==> src/rtl/fuzzy_pd_controller_defines.svh <==
// Assertion macros for the fuzzy PD controller.
// No dependencies; included by the top level only.
`ifndef FUZZY_PD_CONTROLLER_DEFINES_SVH
`define FUZZY_PD_CONTROLLER_DEFINES_SVH

// Same-cycle implication, disabled in reset
`define FPD_ASSERT_IMP(lbl, clk, rst, ante, cons, msg) \
   lbl: assert property (@(posedge clk) disable iff (rst) (ante) |-> (cons)) \
      else $error(msg);

// Next-cycle implication, disabled in reset
`define FPD_ASSERT_NXT(lbl, clk, rst, ante, cons, msg) \
   lbl: assert property (@(posedge clk) disable iff (rst) (ante) |=> (cons)) \
      else $error(msg);

`endif

==> src/rtl/fpd_pkg.sv <==
// Shared types, widths and constant tables of the fuzzy PD controller.
// No dependencies; imported by every module of the block.
package fpd_pkg;

   localparam int SETS        = 5;
   localparam int WEIGHT_BITS = 16;
   localparam int GAUSS_BITS  = 13;
   localparam logic [31:0] EXP_STEP = 32'd4278222805;

   localparam int SET_IDX_W  = (SETS > 1) ? $clog2(SETS) : 1;
   localparam int CENTRE_W   = 17 + $clog2(SETS);
   localparam int ABS_W      = CENTRE_W;
   localparam int SQ_W       = 2 * ABS_W;
   localparam int PP_W       = ABS_W + 32;
   localparam int PROD_W     = SQ_W + 32;
   localparam int EXP_SHIFT  = 40;
   localparam int WEIGHT_W   = WEIGHT_BITS + 1;
   localparam int WEIGHT_ONE = 1 << WEIGHT_BITS;
   localparam int SUM_W      = WEIGHT_W + $clog2(SETS * SETS);
   localparam int PRODR_W    = SUM_W + 1 + CENTRE_W;
   localparam int NUM_W      = PRODR_W + $clog2(SETS);
   localparam int QUOT_BITS  = 17;
   localparam int DIV_W      = NUM_W + QUOT_BITS;

   localparam int LANE_LAT = 4 + GAUSS_BITS + 1;
   localparam int RULE_LAT = 4;
   localparam int DIV_LAT  = 1 + QUOT_BITS;

   localparam int CSR_INDEX_W = 3;

   typedef enum logic [CSR_INDEX_W-1:0] {
      CSR_MODE           = 3'd0,
      CSR_FIRST_CENTER   = 3'd1,
      CSR_SPACING        = 3'd2,
      CSR_HALF_WIDTH     = 3'd3,
      CSR_INV_HALF_WIDTH = 3'd4,
      CSR_GAUSS_COEF     = 3'd5
   } csr_index_type;

   typedef struct packed {
      logic               membership_mode;
      logic signed [15:0] first_center;
      logic [14:0]        center_spacing;
      logic [14:0]        half_width;
      logic [15:0]        inv_half_width;
      logic [31:0]        gauss_coef;
   } cfg_type;

   typedef struct packed {
      logic signed [15:0] error_in;
      logic signed [15:0] error_rate;
   } req_type;

   typedef struct packed {
      logic signed [15:0] correction;
      logic               no_activation;
   } rsp_type;

   typedef struct packed {
      logic [QUOT_BITS-1:0] quotient;
      logic                 negative;
      logic                 zero_sum;
   } div_result_type;

   typedef logic [WEIGHT_W-1:0]        weight_type;
   typedef weight_type [SETS-1:0]      weight_vec_type;
   typedef logic signed [CENTRE_W-1:0] centre_type;
   typedef centre_type [SETS-1:0]      centre_vec_type;
   typedef logic [GAUSS_BITS-1:0] [31:0] exp_table_type;

   // exp(-2^b/256) in Q0.32, each entry the rounded square of the one before
   function automatic exp_table_type exp_factors();
      exp_table_type t;
      logic [63:0]   c;
      c = {32'd0, EXP_STEP};
      for (int b = 0; b < GAUSS_BITS; b++) begin
         t[b] = c[31:0];
         c = (c * c + 64'h0000_0000_8000_0000) >> 32;
      end
      return t;
   endfunction

   localparam exp_table_type EXP_FACTORS = exp_factors();

   // Output set that rule (i, j) points at
   function automatic logic [SET_IDX_W-1:0] rule_out(input int i, input int j);
      int r;
      r = (SETS - 1) + (SETS - 1) / 2 - (i + j);
      if (r < 0) r = 0;
      if (r > SETS - 1) r = SETS - 1;
      return SET_IDX_W'(r);
   endfunction

endpackage

==> src/rtl/fpd_divider.sv <==
// Pipelined rounding divider: one quotient bit per stage.
// Depends on fpd_pkg; quotient saturates at its full width.
module fpd_divider
   import fpd_pkg::*;
(
   input  logic                    clock,
   input  logic                    adv,
   input  logic signed [NUM_W-1:0] num,
   input  logic [SUM_W-1:0]        sum,
   output div_result_type          res
);

   logic [NUM_W-1:0] mag_in;
   logic [DIV_W-1:0] n_in, rem0_ff;
   logic             sat_in, sat0_ff, neg0_ff, zero0_ff;
   logic [SUM_W-1:0] den0_ff;

   logic [DIV_W-1:0]     st_rem [QUOT_BITS];
   logic [SUM_W-1:0]     st_den [QUOT_BITS];
   logic [QUOT_BITS-1:0] st_q   [QUOT_BITS];
   logic [2:0]           st_fl  [QUOT_BITS];
   logic [DIV_W-1:0]     rem_in [QUOT_BITS];
   logic [QUOT_BITS-1:0] q_in   [QUOT_BITS];
   logic [DIV_W-1:0]     rem_ff [QUOT_BITS];
   logic [SUM_W-1:0]     den_ff [QUOT_BITS];
   logic [QUOT_BITS-1:0] q_ff   [QUOT_BITS];
   logic [2:0]           fl_ff  [QUOT_BITS];

   // add half the divisor, check for overflow of the quotient
   always_comb begin
      mag_in = num[NUM_W-1] ? NUM_W'(-num) : NUM_W'(num);
      n_in   = DIV_W'(mag_in) + DIV_W'(sum >> 1);
      sat_in = n_in >= (DIV_W'(sum) << QUOT_BITS);
   end

   always_ff @(posedge clock) begin
      if (adv) begin
         rem0_ff  <= n_in;
         den0_ff  <= sum;
         sat0_ff  <= sat_in;
         neg0_ff  <= num[NUM_W-1];
         zero0_ff <= (sum == '0);
      end
   end

   for (genvar s = 0; s < QUOT_BITS; s++) begin : g_bit
      localparam int K = QUOT_BITS - 1 - s;
      if (s == 0) begin : g_first
         assign st_rem[s] = rem0_ff;
         assign st_den[s] = den0_ff;
         assign st_q[s]   = '0;
         assign st_fl[s]  = {sat0_ff, neg0_ff, zero0_ff};
      end else begin : g_next
         assign st_rem[s] = rem_ff[s-1];
         assign st_den[s] = den_ff[s-1];
         assign st_q[s]   = q_ff[s-1];
         assign st_fl[s]  = fl_ff[s-1];
      end

      always_comb begin
         logic [DIV_W-1:0] trial;
         trial = DIV_W'(st_den[s]) << K;
         rem_in[s] = st_rem[s];
         q_in[s]   = st_q[s];
         if (st_rem[s] >= trial) begin
            rem_in[s]  = st_rem[s] - trial;
            q_in[s][K] = 1'b1;
         end
      end

      always_ff @(posedge clock) begin
         if (adv) begin
            rem_ff[s] <= rem_in[s];
            den_ff[s] <= st_den[s];
            q_ff[s]   <= q_in[s];
            fl_ff[s]  <= st_fl[s];
         end
      end
   end

   always_comb begin
      res.quotient = fl_ff[QUOT_BITS-1][2] ? {QUOT_BITS{1'b1}} : q_ff[QUOT_BITS-1];
      res.negative = fl_ff[QUOT_BITS-1][1];
      res.zero_sum = fl_ff[QUOT_BITS-1][0];
   end

endmodule

==> config.mk <==
export PLATFORM = sky130hd
export DESIGN_NAME = fpd_divider
export DESIGN_NICKNAME = d
export VERILOG_FILES = /design/src/rtl/fuzzy_pd_controller_defines.svh /design/src/rtl/fpd_pkg.sv /design/src/rtl/fpd_divider.sv
export SDC_FILE = /design/constraint.sdc
export NUM_CORES = 2
export LEC_CHECK = 0
export BUFFER_PORTS_ARGS = -buffer_cell sky130_fd_sc_hd__buf_2
export CAP_MARGIN = 20
export CORE_MARGIN = 10
export CORE_UTILIZATION = 64
export CTS_CLUSTER_SIZE = 12
export DETAILED_ROUTE_END_ITERATION = 12
export PLACE_DENSITY = 0.81
export SYNTH_ARGS = -nofsm -noshare
export SYNTH_HDL_FRONTEND = slang
export SYNTH_SLANG_ARGS = --single-unit
export TNS_END_PERCENT = 1
==> constraint.sdc <==
create_clock -name clock -period 7.38 [get_ports clock]
set_input_delay 0 -clock clock [delete_from_list [all_inputs] [get_ports clock]]
set_output_delay 0 -clock clock [all_outputs]
set_load 0.1 [all_outputs]
==> impl_metrics.env <==
export IMPL_grt_setup_unrepaired="false"
export IMPL_cts_sinks=1636
export IMPL_cts_tree="built"
export IMPL_numCtsBuffers=170
export IMPL_endpoint_kind="flip-flop"
export IMPL_die_y_um=387
export IMPL_num_rows=134
export IMPL_routed_wirelength_um=195000
export IMPL_skew_ns=0.0388
export IMPL_synth_most_common_cell="edfxtp_1"
export IMPL_synthTopCellsByArea="edfxtp_1 (57%), ha_1 (6.1%), xor2_1 (4.7%)"
export IMPL_fmax_mhz=148
export IMPL_netlist_top_cells_count="edfxtp_1 (1636), nor2_1 (536), inv_1 (512)"
export IMPL_final_cells=9423
export IMPL_utilization=0.706
export IMPL_clock_latency_ns=0.79
export IMPL_vias_per_cell=6.04
export IMPL_synth_top_area_cell="edfxtp_1"
export IMPL_hpwlAfterDp_um=145000
export IMPL_yosys_area_top_type_share=0.571
export IMPL_ir_worst_vdd_uv=253
export IMPL_fin_tns_setup_ns=0
export IMPL_ys_seq_area_frac=0.571
export IMPL_required_ns=8.05
export IMPL_cp_data_arrival_time_ns=7.43
export IMPL_grt_pass1_vias=58600
export IMPL_synth_edf_count=1636
export IMPL_tightest_slew_ns=1.19
export IMPL_htreeDepth=4
export IMPL_io_buffers=88
export IMPL_area_growth_pct=9.65
export IMPL_status="finished, final reports clean"
export IMPL_overflow=0
export IMPL_hold_worst_slack_ns=0.0495
export IMPL_postRouteAntennaNets=0
export IMPL_grt_util_all_layers=0.256
export IMPL_maxCapViolations=0
export IMPL_die_x_um=387
export IMPL_gp_congestion=0.986
export IMPL_cellPowerDensity_nw_per_um2=330
export IMPL_avgRoutedWirePerCell_um=20.7
export IMPL_synthArstFlopShare=0
export IMPL_grt_start_max_net_pins=200
export IMPL_dp_cells=9082
export IMPL_p_leak_nw=35.4
export IMPL_ys_ff_latch=1636
export IMPL_critical_path_max_fanout=7
export IMPL_finalSetupViolations=0
export IMPL_synth_avg_cell_area_sq_um=11.7
export IMPL_dr_pass1_iters=6
export IMPL_syn_area_sq_um=86000
export IMPL_postCtsSetupRepairBufs=0
export IMPL_fin_nets=8048
export IMPL_clk_pin_slew_ns=0.06
export IMPL_grt_pass1_wl_um=308000
export IMPL_slew_headroom=0.195
export IMPL_crit_type="in2reg"
export IMPL_period_share=0.917
export IMPL_yosys_warnings=0
export IMPL_period_minus_slack_ns=6.77
export IMPL_startpoint_type="input port"
export IMPL_vias=56900
export IMPL_start_util=0.644
export IMPL_synth_cells=7324
export IMPL_clock_path_buffers=3
export IMPL_syn_nets=7831
export IMPL_cts_root_buf="clkbuf_16"
export IMPL_drtIter0Drc=3772
export IMPL_coreArea_sq_um=133000
export IMPL_synth_flop_cell="edfxtp_1"
export IMPL_power_mw=31.2
export IMPL_layout_drive_gt1_share=0.0725
export IMPL_hold_violations=0
export IMPL_antenna_found_initial=1
export IMPL_synth_distinct_cells=100
export IMPL_die_area_sq_um=149000
export IMPL_drc=0
export IMPL_io_pins=89
export IMPL_hold_path_class="in2reg"
export IMPL_maxSlewViolCount=0
## worst max-delay path, stage by stage
cell and delay (ns):
dlygate4sd3_1 0.53, buf_2 0.15, or4_1 0.44, or3_1 0.48, o41ai_1 0.42, xnor2_1 0.21
ha_1 0.35, and3_1 0.21, nand3_1 0.12, a21oi_1 0.23, nor2_1 0.09, o21ai_0 0.26
a21oi_1 0.12, or2_2 0.31, or3_1 0.37, nor2_1 0.14, xnor2_1 0.11, ha_1 0.33
nand4_1 0.13, nor2_1 0.31, nand3_1 0.12, or4_1 0.40, or4_1 0.39, or4_1 0.41
or4_1 0.41, nor3_1 0.24, or4_1 0.15
## cell type report
type,count,area (sq um)
clock buffers,215,4420
inverters,516,1940
clock inverters,70,691
repair buffers,207,1540
multi-input cells,5010,34400
flip-flops and latches,1636,49100
diodes,1,2.50
well taps,1768,2210
fillers,8878,39200
## report_power, final
group	total [mW]	switching [mW]	internal, mW
Clock	7.93	3.47	4.46
Sequential	13.5	1.04	12.4
Combinational	9.74	5.63	4.11
## cell families (layout without fill, tap and decap cells)
family | count (synthesis) | in the layout | synth area share
and+or+nand+nor | 2326 | 2326 | 0.141
xor gates and xnor gates | 847 | 847 | 0.0863
DFF | 1636 | 1636 | 0.571
buffers and inverters | 678 | 1008 | 0.0303
AOI/OAI and AO/OA | 1324 | 1324 | 0.0963
other | 1 | 2 | 0.0000436
adders and majority gates | 437 | 437 | 0.0651
muxes | 75 | 75 | 0.00981
## worst paths after layout
kind,depth (start not counted),end,slack (ns),from
setup reg to reg,15,rem_ff[0][107],1.97,rem_ff[0][15]
hold reg to reg,0,q_ff[0][100],0.39,q_ff[0][83]
setup / recovery,27,sat0_ff,0.61,num[0]
hold / removal,2,den0_ff[10],0.05,sum[10]
## metal layers
layer / wire [um] / share of wire / GRT usage / vias up
met1: 65400 / 0.34 / 0.242 / 27200
li1: - / - / - / 27400
met2: 108000 / 0.56 / 0.505 / 1646
met5: 0 / 0 / 0 / -
met4: 14200 / 0.073 / 0.169 / 0
met3: 7220 / 0.037 / 0.0340 / 627
## cell usage in the layout, fill, tap and decap left out, types with 19 or more instances in the layout
cell type,count
edfxtp_1,1636
nor2_1,536
inv_1,512
xor2_1,459
a21oi_1,450
nand2_1,448
ha_1,420
xnor2_1,388
o21ai_0,308
nor3_1,256
nor4_1,191
clkbuf_16,170
a21o_1,153
nand3_1,123
nand2b_1,116
or3_1,103
buf_2,87
nand4_1,85
or4_1,83
nor2b_1,76
or2_2,71
o21a_1,68
mux2_2,62
buf_4,59
o31ai_1,58
dlygate4sd3_1,55
and2_1,45
clkbuf_1,45
and3_1,32
a31oi_1,31
a211oi_1,30
clkinv_1,29
nor3b_1,26
o21bai_1,26
nand4b_1,25
nand3b_1,24
o211ai_1,22
clkinv_2,21
nor4b_1,20
a21boi_0,19
## what timing repair did
action,in CTS,in global routing
resized for setup,0,0
hold buffers,55,0
hold endpoints to repair,191,0
## sequential cells by signal, summed over array words and instances, names as in the netlist
| name | count |
|---|---|
| rem_ff | 1008 |
| neg0_ff | 1 |
| fl_ff | 51 |
| sat0_ff | 1 |
| rem0_ff | 47 |
| q_ff | 153 |
| zero0_ff | 1 |
| den_ff | 352 |
| den0_ff | 22 |
## metrics by stage
| stage | worst slack, ns | area, sq um |
|---|---|---|
| 2_1_floorplan | 1.33 | 86000 |
| 3_3_place_gp | 0.161 | 88600 |
| 3_5_place_dp | 0.212 | 88600 |
| 4_1_cts | 0.625 | 94300 |
| 5_1_grt | 0.235 | 94300 |
| 6_report | 0.614 | 94300 |
Note: power is estimated with default switching activity, not from simulation.
